==> src/rtl/spg_pkg.sv <==
// ----------------------------------------------------------------------------
// spg_pkg
// Shared types, register indexes and constants for the stepper step-pulse
// generator with sensor pause.
// ----------------------------------------------------------------------------
package spg_pkg;

  localparam int unsigned DefTickCountWidth = 16;
  localparam int unsigned CfgWidth          = 16;
  localparam int unsigned CfgIdxWidth       = 3;
  localparam int unsigned MsWidth           = 3;
  localparam int unsigned ResCodeWidth      = 3;

  localparam logic [CfgWidth-1:0]     StopTicksReset = 16'd1000;
  localparam logic [CfgWidth-1:0]     StepsReset     = 16'd10;
  localparam logic [ResCodeWidth-1:0] ResCodeMax     = 3'd4;

  typedef enum logic [1:0] {
    ModeWatch  = 2'd0,
    ModeBurst  = 2'd1,
    ModeDwell  = 2'd2,
    ModeFollow = 2'd3
  } seq_mode_e;

  typedef enum logic [CfgIdxWidth-1:0] {
    RegHalfPeriod  = 3'd0,
    RegStopTicks   = 3'd1,
    RegStepsToTake = 3'd2,
    RegPauseEnable = 3'd3,
    RegResolution  = 3'd4
  } cfg_reg_e;

  typedef struct packed {
    logic [CfgWidth-1:0] half_period;
    logic [CfgWidth-1:0] stop_ticks;
    logic [CfgWidth-1:0] steps_to_take;
    logic                pause_en;
  } spg_cfg_t;

  typedef struct packed {
    logic      step_level;
    logic      edge_event;
    seq_mode_e seq_phase;
  } spg_res_t;

  // microstep pin pattern for a resolution code (log2 of microsteps)
  function automatic logic [MsWidth-1:0] ms_pins_for(input logic [ResCodeWidth-1:0] code);
    logic [MsWidth-1:0] pins;
    unique case (code)
      3'd0:    pins = 3'b000;
      3'd1:    pins = 3'b001;
      3'd2:    pins = 3'b010;
      3'd3:    pins = 3'b011;
      3'd4:    pins = 3'b111;
      default: pins = 3'b000;
    endcase
    return pins;
  endfunction

endpackage

==> src/rtl/stepper_pulse_gen_sensor_pause.sv <==
// ----------------------------------------------------------------------------
// stepper_pulse_gen_sensor_pause
// Step-pulse generator driven by tick items, with sensor-triggered burst,
// dwell step and sensor following.
// ----------------------------------------------------------------------------
// One input transfer is one tick with the sensor level; one output transfer
// carries the step pin level, active-low driver enable, microstep pins, burst
// edge flag and sequencer phase after that tick. The block takes one tick per
// clock while the output is not stalled: a tick passes an input register, the
// phase and sequencer update in combinational logic, and the result lands in
// an output register; the output register lets a new tick in while a result
// waits. Configuration writes are taken at any time (cfg_ready_o is always
// high) and must only happen while no tick is in flight.
module stepper_pulse_gen_sensor_pause #(
  parameter int unsigned TickCountWidth = spg_pkg::DefTickCountWidth
) (
  input  logic                            clk_i,
  input  logic                            rst_ni,
  input  logic                            cfg_valid_i,
  output logic                            cfg_ready_o,
  input  logic [spg_pkg::CfgIdxWidth-1:0] cfg_index_i,
  input  logic [spg_pkg::CfgWidth-1:0]    cfg_data_i,
  input  logic                            in_valid_i,
  output logic                            in_ready_o,
  input  logic                            sensor_level_i,
  output logic                            out_valid_o,
  input  logic                            out_ready_i,
  output logic                            step_level_o,
  output logic                            enable_n_o,
  output logic [spg_pkg::MsWidth-1:0]     ms_pins_o,
  output logic                            edge_event_o,
  output logic [1:0]                      seq_phase_o
);

  spg_pkg::spg_cfg_t             cfg_q, cfg_d;
  logic                          drv_en_q, drv_en_d;
  logic [spg_pkg::MsWidth-1:0]   ms_held_q, ms_held_d;

  logic                          s1_valid_q, s1_valid_d;
  logic                          s1_sensor_q;
  logic                          out_valid_q, out_valid_d;
  logic                          out_adv, s1_adv, in_fire, cfg_fire;
  spg_pkg::spg_res_t             core_res;
  spg_pkg::spg_res_t             res_q;
  logic                          enable_n_q;
  logic [spg_pkg::MsWidth-1:0]   ms_pins_q;

  assign cfg_ready_o = 1'b1;
  assign cfg_fire    = cfg_valid_i;

  always_comb begin
    cfg_d     = cfg_q;
    drv_en_d  = drv_en_q;
    ms_held_d = ms_held_q;
    if (cfg_fire) begin
      unique case (cfg_index_i)
        spg_pkg::RegHalfPeriod: begin
          cfg_d.half_period = cfg_data_i;
          if (cfg_data_i != '0) begin
            drv_en_d = 1'b1;
          end
        end
        spg_pkg::RegStopTicks:   cfg_d.stop_ticks    = cfg_data_i;
        spg_pkg::RegStepsToTake: cfg_d.steps_to_take = cfg_data_i;
        spg_pkg::RegPauseEnable: cfg_d.pause_en      = cfg_data_i[0];
        spg_pkg::RegResolution: begin
          // out-of-range codes keep the current pins
          if (cfg_data_i[spg_pkg::ResCodeWidth-1:0] <= spg_pkg::ResCodeMax) begin
            ms_held_d = spg_pkg::ms_pins_for(cfg_data_i[spg_pkg::ResCodeWidth-1:0]);
          end
        end
        default: begin
          cfg_d = cfg_q;
        end
      endcase
    end
  end

  always_ff @(posedge clk_i or negedge rst_ni) begin
    if (!rst_ni) begin
      cfg_q.half_period   <= '0;
      cfg_q.stop_ticks    <= spg_pkg::StopTicksReset;
      cfg_q.steps_to_take <= spg_pkg::StepsReset;
      cfg_q.pause_en      <= 1'b0;
      drv_en_q            <= 1'b0;
      ms_held_q           <= '0;
    end else begin
      cfg_q     <= cfg_d;
      drv_en_q  <= drv_en_d;
      ms_held_q <= ms_held_d;
    end
  end

  // two-stage flow: input register, then result register
  assign out_adv    = !out_valid_q || out_ready_i;
  assign s1_adv     = s1_valid_q && out_adv;
  assign in_ready_o = !s1_valid_q || out_adv;
  assign in_fire    = in_valid_i && in_ready_o;

  always_comb begin
    s1_valid_d = s1_valid_q;
    if (in_fire) begin
      s1_valid_d = 1'b1;
    end else if (s1_adv) begin
      s1_valid_d = 1'b0;
    end
    out_valid_d = out_valid_q;
    if (s1_adv) begin
      out_valid_d = 1'b1;
    end else if (out_ready_i) begin
      out_valid_d = 1'b0;
    end
  end

  always_ff @(posedge clk_i or negedge rst_ni) begin
    if (!rst_ni) begin
      s1_valid_q  <= 1'b0;
      out_valid_q <= 1'b0;
    end else begin
      s1_valid_q  <= s1_valid_d;
      out_valid_q <= out_valid_d;
    end
  end

  always_ff @(posedge clk_i) begin
    if (in_fire) begin
      s1_sensor_q <= sensor_level_i;
    end
    if (s1_adv) begin
      res_q      <= core_res;
      enable_n_q <= ~drv_en_q;
      ms_pins_q  <= ms_held_q;
    end
  end

  spg_core #(
    .TickCountWidth(TickCountWidth)
  ) u_core (
    .clk_i   (clk_i),
    .rst_ni  (rst_ni),
    .adv_i   (s1_adv),
    .sensor_i(s1_sensor_q),
    .cfg_i   (cfg_q),
    .res_o   (core_res)
  );

  assign out_valid_o  = out_valid_q;
  assign step_level_o = res_q.step_level;
  assign edge_event_o = res_q.edge_event;
  assign seq_phase_o  = res_q.seq_phase;
  assign enable_n_o   = enable_n_q;
  assign ms_pins_o    = ms_pins_q;

  // a burst can only start in pause mode
  a_edge_needs_pause: assert property (@(posedge clk_i) disable iff (!rst_ni)
    s1_adv && core_res.edge_event |-> cfg_q.pause_en)
    else $error("burst edge outside pause mode");

  // a burst edge always leaves the sequencer in burst or dwell
  a_edge_phase: assert property (@(posedge clk_i) disable iff (!rst_ni)
    out_valid_o && edge_event_o |->
      (seq_phase_o == spg_pkg::ModeBurst) || (seq_phase_o == spg_pkg::ModeDwell))
    else $error("edge event with wrong phase");

  // the driver stays enabled once enabled
  a_drv_sticky: assert property (@(posedge clk_i) disable iff (!rst_ni)
    drv_en_q |=> drv_en_q)
    else $error("driver enable dropped");

  // a tick held in the input register is not lost while the output stalls
  a_s1_hold: assert property (@(posedge clk_i) disable iff (!rst_ni)
    s1_valid_q && !out_adv |=> s1_valid_q && $stable(s1_sensor_q))
    else $error("input register lost a tick");

endmodule

==> src/rtl/spg_core.sv <==
// ----------------------------------------------------------------------------
// spg_core
// Phase counter, step pin level and sensor pause sequencer. Advances one tick
// per adv_i and presents the result of that tick combinationally.
// ----------------------------------------------------------------------------
module spg_core #(
  parameter int unsigned TickCountWidth = spg_pkg::DefTickCountWidth
) (
  input  logic             clk_i,
  input  logic             rst_ni,
  input  logic             adv_i,
  input  logic             sensor_i,
  input  spg_pkg::spg_cfg_t cfg_i,
  output spg_pkg::spg_res_t res_o
);

  localparam int unsigned CmpWidth =
    (TickCountWidth > spg_pkg::CfgWidth) ? TickCountWidth : spg_pkg::CfgWidth;

  spg_pkg::seq_mode_e              mode_q, mode_d;
  logic                            phase_high_q, phase_high_d;
  logic [TickCountWidth-1:0]       cnt_q, cnt_d;
  logic [spg_pkg::CfgWidth-1:0]    burst_q, burst_d;
  logic                            step_out_q, step_out_d;

  logic [TickCountWidth-1:0]       cnt_inc;
  logic [spg_pkg::CfgWidth-1:0]    len;
  logic [spg_pkg::CfgWidth-1:0]    burst_dec;
  logic                            hit;
  logic                            edge_d;

  always_comb begin
    mode_d       = mode_q;
    phase_high_d = phase_high_q;
    cnt_d        = cnt_q;
    burst_d      = burst_q;
    step_out_d   = step_out_q;
    edge_d       = 1'b0;

    // dwell step stretches only its low phase; zero length counts as one tick
    if (!phase_high_q && cfg_i.pause_en && (mode_q == spg_pkg::ModeDwell)) begin
      len = (cfg_i.stop_ticks != '0) ? cfg_i.stop_ticks : spg_pkg::CfgWidth'(1);
    end else begin
      len = cfg_i.half_period;
    end
    cnt_inc   = cnt_q + TickCountWidth'(1);
    hit       = CmpWidth'(cnt_inc) >= CmpWidth'(len);
    burst_dec = (burst_q != '0) ? burst_q - spg_pkg::CfgWidth'(1) : burst_q;

    if (cfg_i.half_period != '0) begin
      step_out_d = phase_high_q;
      cnt_d      = cnt_inc;
      if (hit) begin
        cnt_d        = '0;
        phase_high_d = ~phase_high_q;
        if (phase_high_q) begin
          // step completed: sample the sensor
          if (!cfg_i.pause_en) begin
            mode_d = spg_pkg::ModeFollow;
          end else begin
            unique case (mode_q)
              spg_pkg::ModeWatch: begin
                if (sensor_i) begin
                  edge_d  = 1'b1;
                  burst_d = cfg_i.steps_to_take;
                  mode_d  = (cfg_i.steps_to_take != '0) ? spg_pkg::ModeBurst
                                                        : spg_pkg::ModeDwell;
                end
              end
              spg_pkg::ModeBurst: begin
                burst_d = burst_dec;
                if (burst_dec == '0) begin
                  mode_d = spg_pkg::ModeDwell;
                end
              end
              spg_pkg::ModeDwell: begin
                mode_d = spg_pkg::ModeFollow;
              end
              spg_pkg::ModeFollow: begin
                if (!sensor_i) begin
                  mode_d = spg_pkg::ModeWatch;
                end
              end
              default: begin
                mode_d = mode_q;
              end
            endcase
          end
        end
      end
    end

    res_o.step_level = step_out_d;
    res_o.edge_event = edge_d;
    res_o.seq_phase  = mode_d;
  end

  always_ff @(posedge clk_i or negedge rst_ni) begin
    if (!rst_ni) begin
      mode_q       <= spg_pkg::ModeFollow;
      phase_high_q <= 1'b0;
      cnt_q        <= '0;
      burst_q      <= '0;
      step_out_q   <= 1'b0;
    end else if (adv_i) begin
      mode_q       <= mode_d;
      phase_high_q <= phase_high_d;
      cnt_q        <= cnt_d;
      burst_q      <= burst_d;
      step_out_q   <= step_out_d;
    end
  end

endmodule

==> config.mk <==
export PLATFORM = sky130hd
export DESIGN_NAME = stepper_pulse_gen_sensor_pause
export DESIGN_NICKNAME = d
export VERILOG_FILES = /design/src/rtl/spg_pkg.sv /design/src/rtl/stepper_pulse_gen_sensor_pause.sv /design/src/rtl/spg_core.sv
export SDC_FILE = /design/constraint.sdc
export NUM_CORES = 1
export LEC_CHECK = 0
export ABC_AREA = 1
export BUFFER_PORTS_ARGS = -buffer_cell sky130_fd_sc_hd__buf_2
export CAP_MARGIN = 20
export CORE_UTILIZATION = 50
export DETAILED_ROUTE_END_ITERATION = 10
export HOLD_SLACK_MARGIN = 0.06
export PLACE_DENSITY = 0.68
export SLEW_MARGIN = 20
export SYNTH_ARGS = -nofsm -noshare
export SYNTH_HDL_FRONTEND = slang
export SYNTH_SLANG_ARGS = --single-unit
==> constraint.sdc <==
create_clock -name clk_i -period 4.6 [get_ports clk_i]
set_clock_uncertainty 0.1 [all_clocks]
set_input_delay 0.23 -clock clk_i [delete_from_list [all_inputs] [get_ports clk_i]]
set_output_delay 0.23 -clock clk_i [all_outputs]
set_load 0.005 [all_outputs]
# Word-level counts from Yosys, hierarchy flattened
# Cells that the tools add are included.
# Widths: inputs -> output; s select.
# word_totals
wordCells	89
out_inout_bits	11
register_bits	100
input_bits	25
# op_classes
magnitude_cmp	2
reduce_logical	30
mux	22
eq_ne	12
bitwise_logic	2
n_addsub	2
# op_table
cell	n
$mux 16	5
$reduce_bool 16->1	5
$pmux 16 s2	1
$add 16x1->16 const B	1
$ge 16x16->1	1
$logic_not 16->1	1
$mux 2	8
$sub 16x1->16 const B	1
$eq 3x2->1 const B	4
$pmux 3 s4	1
$reduce_and 2->1	5
$reduce_and 3->1	3
$pmux 2 s4	1
$reduce_and 7->1	1
$eq 3x1->1 const B	2
$eq 3x3->1 const B	2
$mux 1	6
$reduce_bool 2->1	3
$reduce_and 5->1	1
$eq 2x2->1 const B	2
$logic_and 1x1->1	4
$le 3x3->1 const B	1
$logic_not 1->1	3
$logic_not 3->1	1
other kinds (5)	7

# Longest topological paths before layout
# logic_depth
depth_word	9
ltp_mapped	23
depth_no_buf	23

# Hierarchy
# From an unflattened synthesis, not the netlist that was laid out.
# unflattened
hier_cells	757
area_unflattened_um2	6019.5
# modules_own_cells
mod	cells_each	area_per_inst_um2	seq_area_each_um2	n_inst
spg_core	516	3385.7	903.4	1
stepper_pulse_gen_sensor_pause	241	2633.8	1656.6	1

# Worst setup path after synthesis
# Ideal clock, no wire load.
# synth_timing
path_type	flip-flop to flip-flop
from	register u_core.cnt_q[0]
to	register u_core.burst_q[6] (netlist name)
stages_incl_launch_ff	23
setup_ns	0.083
synth_period_minus_slack_ns	2.987
slack_ns	1.613
n_path_buf	1
arrival_ns	2.804
path_cell_list	dfrtp_1 -> ha_1 -> nand2_1 -> nor2_1 -> nand2_1 -> nor2_1 -> inv_2 -> nor2_1 -> nand3_1 -> xor2_1 -> inv_1 -> ha_1 -> nand2_1 -> inv_1 -> nand3_1 -> nor3_2 -> nand3_1 -> nand3_2 -> nand2_2 -> nor3_4 -> buf_2 -> nand2_1 -> o21ai_0
# synth_between
elab_chain_len	3
# synth_lines
item	line	rtl
start: declaration	spg_core.sv:22	logic [TickCountWidth-1:0] cnt_q, cnt_d;
start signal: assignment	spg_core.sv:108	cnt_q <= cnt_d;
$add 16x1->16	spg_core.sv:46	cnt_inc = cnt_q + TickCountWidth'(1);
$ge 16x16->1	spg_core.sv:47	hit = CmpWidth'(cnt_inc) >= CmpWidth'(len);
$reduce_and 7->1 (no source line)	--	
end signal: assignment	spg_core.sv:109	burst_q <= burst_d;
end: declaration	spg_core.sv:23	logic [spg_pkg::CfgWidth-1:0] burst_q, burst_d;
# Every way passes these cells.
# A chain may end at the register's enable or synchronous reset.

# Final worst setup path
# Ends and elaborated chain as after synthesis.

==> impl_metrics.py <==
metrics = {
    "outcome": {
        "outcome": "completed",
    },
    "die": {
        "io_pins": 36,
        "die-area_um2": 11710,
        "initial_core_util": 0.5158,
        "die_w_um": 108.2,
        "row_count": 38,
        "fp.coreArea_um2": 10940,
        "dieHeight_um": 108.2,
    },
    "global_routing": {
        "track_usage": 0.2476,
        "grt_antenna_before_repair": 0,
        "overflow": 0,
        "grt_pass1_vias": 4634,
        "grt_max_degree": 53,
        "grt_pass1_wl_um": 22310,
    },
    "routing": {
        "viasPerCell": 5.268,
        "remaining_drc_errors": 0,
        "wl_um": 13110,
        "first_iter_violations": 329,
        "vias": 4762,
        "ant_nets": 0,
        "drt_pass1_iterations": 6,
        "wl_per_cell_um": 14.51,
    },
    "clock_network": {
        "ctsResizeCount": 0,
        "root_buffer": "clkbuf_16",
        "htreeDepth": 3,
        "cts_buffer_depth": 2,
        "numCtsBuffers": 9,
        "cts_sinks": 100,
        "clk_latency_ns": 0.35,
        "worst_setup_hold_path_clk_slew_ns": 0.07,
        "post-cts-setup-buffers": 0,
        "cts_tree": "yes",
    },
    "place": {
        "pre_cts_ws_ns": 1.045,
        "dp_hpwl_um": 9715,
        "io_buffer_count": 34,
        "dpl_cell_area_um2": 5913,
        "gp_congestion": 0.8850,
    },
    "logic_synthesis": {
        "synth_enable_flop_cells": 9,
        "yosys_warnings": 0,
        "synthDistinctLibCells": 39,
        "synth-seq-area-share": 0.4539,
        "syn_area_per_cell_um2": 7.748,
        "synthCells": 728,
        "synth_top_flop_cell": "dfrtp_1",
        "synth.cell_area_um2": 5640,
        "async_flop_share": 0.9100,
        "synth_fp_nets": 771,
        "ys_ff_latch": 100,
    },
    "finish": {
        "antenna_cells": 0,
        "nets": 802,
        "area_growth_pct": 10.87,
        "drive_gt1_frac": 0.1217,
        "seq_area_um2": 2560,
        "multi_input_area_um2": 2581,
        "stdcell_area_um2": 6254,
        "fill_cells": 1028,
    },
    "power_and_ir_drop": {
        "leakage_nw": 3.090,
        "power.density_nw_per_um2": 452.3,
        "vdd_drop_max_mv": 0.2652,
    },
    "worst_setup_path": {
        "cp-start-kind": "flip-flop",
        "cp_max_fo": 32,
        "reg2reg_to": "u_core.burst_q[6]$_DFFE_PN0P_",
        "startpoint": "u_core.cnt_q[0]$_DFFE_PN0P_",
        "worstPathRequired_ns": 4.72,
        "cp-end-kind": "flip-flop",
        "setup.worst_path.class": "reg2reg",
        "cp.arrival_ns": 3.69,
        "worst_r2r_startpoint": "u_core.cnt_q[0]$_DFFE_PN0P_",
        "r2r_slack_ns": 1.03,
        "reg2reg_depth": 21,
        "cp-endpoint": "u_core.burst_q[6]$_DFFE_PN0P_",
    },
    "sta": {
        "rsz0062_at_grt": "false",
        "post-route-period-util": 0.7763,
        "relSlewSlack": 0.3319,
        "hold_viol_final": 0,
        "setup_ws_ns": 1.029,
        "max_freq_mhz": 280.0,
        "worst_slew_pin_slew_ns": 0.9992,
        "finalMaxSlewViolations": 0,
        "finalSetupTns_ns": 0,
        "final-setup-viol-count": 0,
        "final.min_clock_period_ns": 3.571,
    },
    "worst_hold_path": {
        "hold_class": "in2reg",
        "hold_start": "cfg_data_i[2]",
    },
    "run": {
        "maxCapViolations": 0,
    },
}
==> power by group <==
group          leakage (nW)  internal (mW)  switching (mW)
registers              1.16           1.09           0.157
logic                  1.79          0.293           0.518
clock network         0.145          0.429           0.345
==> cell usage in the layout, fill, tap and decap left out, drive strengths merged, types with 7 or more instances in the layout <==
| cell type | n |
|---|---|
| nand2 | 210 |
| nor3 | 9 |
| xor2 | 18 |
| inv | 109 |
| ha | 18 |
| nor4 | 10 |
| nand4 | 7 |
| clkbuf | 10 |
| edfxtp | 9 |
| nor2 | 55 |
| dfrtp | 81 |
| o22ai | 10 |
| a21oi | 13 |
| o21ai | 99 |
| buf | 37 |
| dfstp | 10 |
| nand3 | 37 |
==> cell usage after synthesis, drive strengths merged, types with 2 or more instances <==
master	count	share of area
a21oi	13	0.012
a22oi	2	0.0027
a31oi	2	0.0022
buf	8	0.0087
clkbuf	13	0.0087
dfrtp	81	0.36
dfstp	10	0.047
edfxtp	9	0.048
ha	18	0.040
inv	106	0.071
mux2i	4	0.0071
nand2	210	0.14
nand3	37	0.035
nand3b	2	0.0027
nand4	7	0.0078
nor2	55	0.046
nor3	9	0.013
nor4	10	0.015
o21ai	99	0.088
o22ai	10	0.011
xor2	18	0.028
==> worst max-delay path, stage by stage (launching register included) <==
cell,delay (ns)
dfrtp_1,0.40
ha_1,0.21
nand2_1,0.07
nor2_1,0.27
nand2_1,0.15
nor2_1,0.13
inv_2,0.05
nor2_1,0.12
nand3_1,0.10
xor2_1,0.19
inv_1,0.07
ha_1,0.27
nand2_1,0.06
inv_1,0.06
nand3_1,0.09
nor3_2,0.16
nand3_1,0.15
nand3_2,0.15
nand2_2,0.11
nor3_4,0.11
buf_4,0.30
o21ai_0,0.12
==> how the worst min path moves through the flow <==
stage | end | slack [ns] | depth (start not counted)
after CTS | ms_held_q[1]$_DFFE_PN0P_ | 0.08 | 3
after global routing | cfg_q[20]$_DFFE_PN1P_ | 0.11 | 3
after detailed placement | u_core.cnt_q[11]$_DFFE_PN0P_ | 0.15 | 1
after global placement | u_core.cnt_q[12]$_DFFE_PN0P_ | 0.13 | 1
final | ms_held_q[1]$_DFFE_PN0P_ | 0.09 | 3
after floorplan | cfg_q[0]$_DFFE_PN0P_ | -0.17 | 0
==> logic make-up after synthesis <==
logic type	Yosys count	share of synthesized area
AO/OA/AOI/OAI	128	0.1180
buffers and inverters	128	0.08851
other	1	0.0006648
adder cells (fa/ha/maj)	18	0.03993
AND/OR/NAND/NOR	331	0.2640
XOR/XNOR	18	0.02795
multiplexers	4	0.007099
flip-flops	100	0.4539
==> per-layer routing <==
metal	vias to the layer above	global-route usage	wire length, um
li1	2406	-	-
met1	2239	0.3410	6309
met2	102	0.3999	6122
met3	15	0.04762	514
met4	0	0.06556	167
met5	-	0	0
==> timing repair <==
| item | in CTS | in global routing |
|---|---|---|
| hold buffers | 4 | 0 |
| endpoints found under the hold margin | 36 | 0 |
| setup endpoints to repair | 0 | 0 |
==> registers in the layout, indices dropped and copies added, names as in the netlist <==
| register | cells |
|---|---|
| cfg_q | 49 |
| u_core.burst_q | 16 |
| u_core.cnt_q | 16 |
| ms_held_q | 3 |
| ms_pins_o | 3 |
| seq_phase_o | 2 |
| u_core.mode_q | 2 |
| drv_en_q | 1 |
| edge_event_o | 1 |
| enable_n_o | 1 |
| out_valid_o | 1 |
| s1_sensor_q | 1 |
| s1_valid_q | 1 |
| step_level_o | 1 |
| u_core.phase_high_q | 1 |
| u_core.step_out_q | 1 |
==> metrics by stage <==
step                      power (mW)  std cells  hold WS (ns)    util
after CTS                      2.845        904       0.08429  0.5719
after floorplan                1.812        728       -0.1656       -
after detailed placement       2.054        884        0.1459  0.5407
after global routing           3.029        904        0.1127  0.5719
after global placement         2.013        884        0.1327  0.5407
final                          2.829        904       0.09187  0.5719
==> cell type report <==
| type | instances | area share |
|---|---|---|
| flip-flops and latches | 100 | 0.4094 |
| multi-input cells | 500 | 0.4128 |
| repair buffers | 41 | 0.03762 |
| well taps | 140 | 0.02801 |
| inverters | 107 | 0.06423 |
| clock buffers | 10 | 0.03661 |
| clock inverters | 6 | 0.01140 |
(Power assumes the default switching activity.)
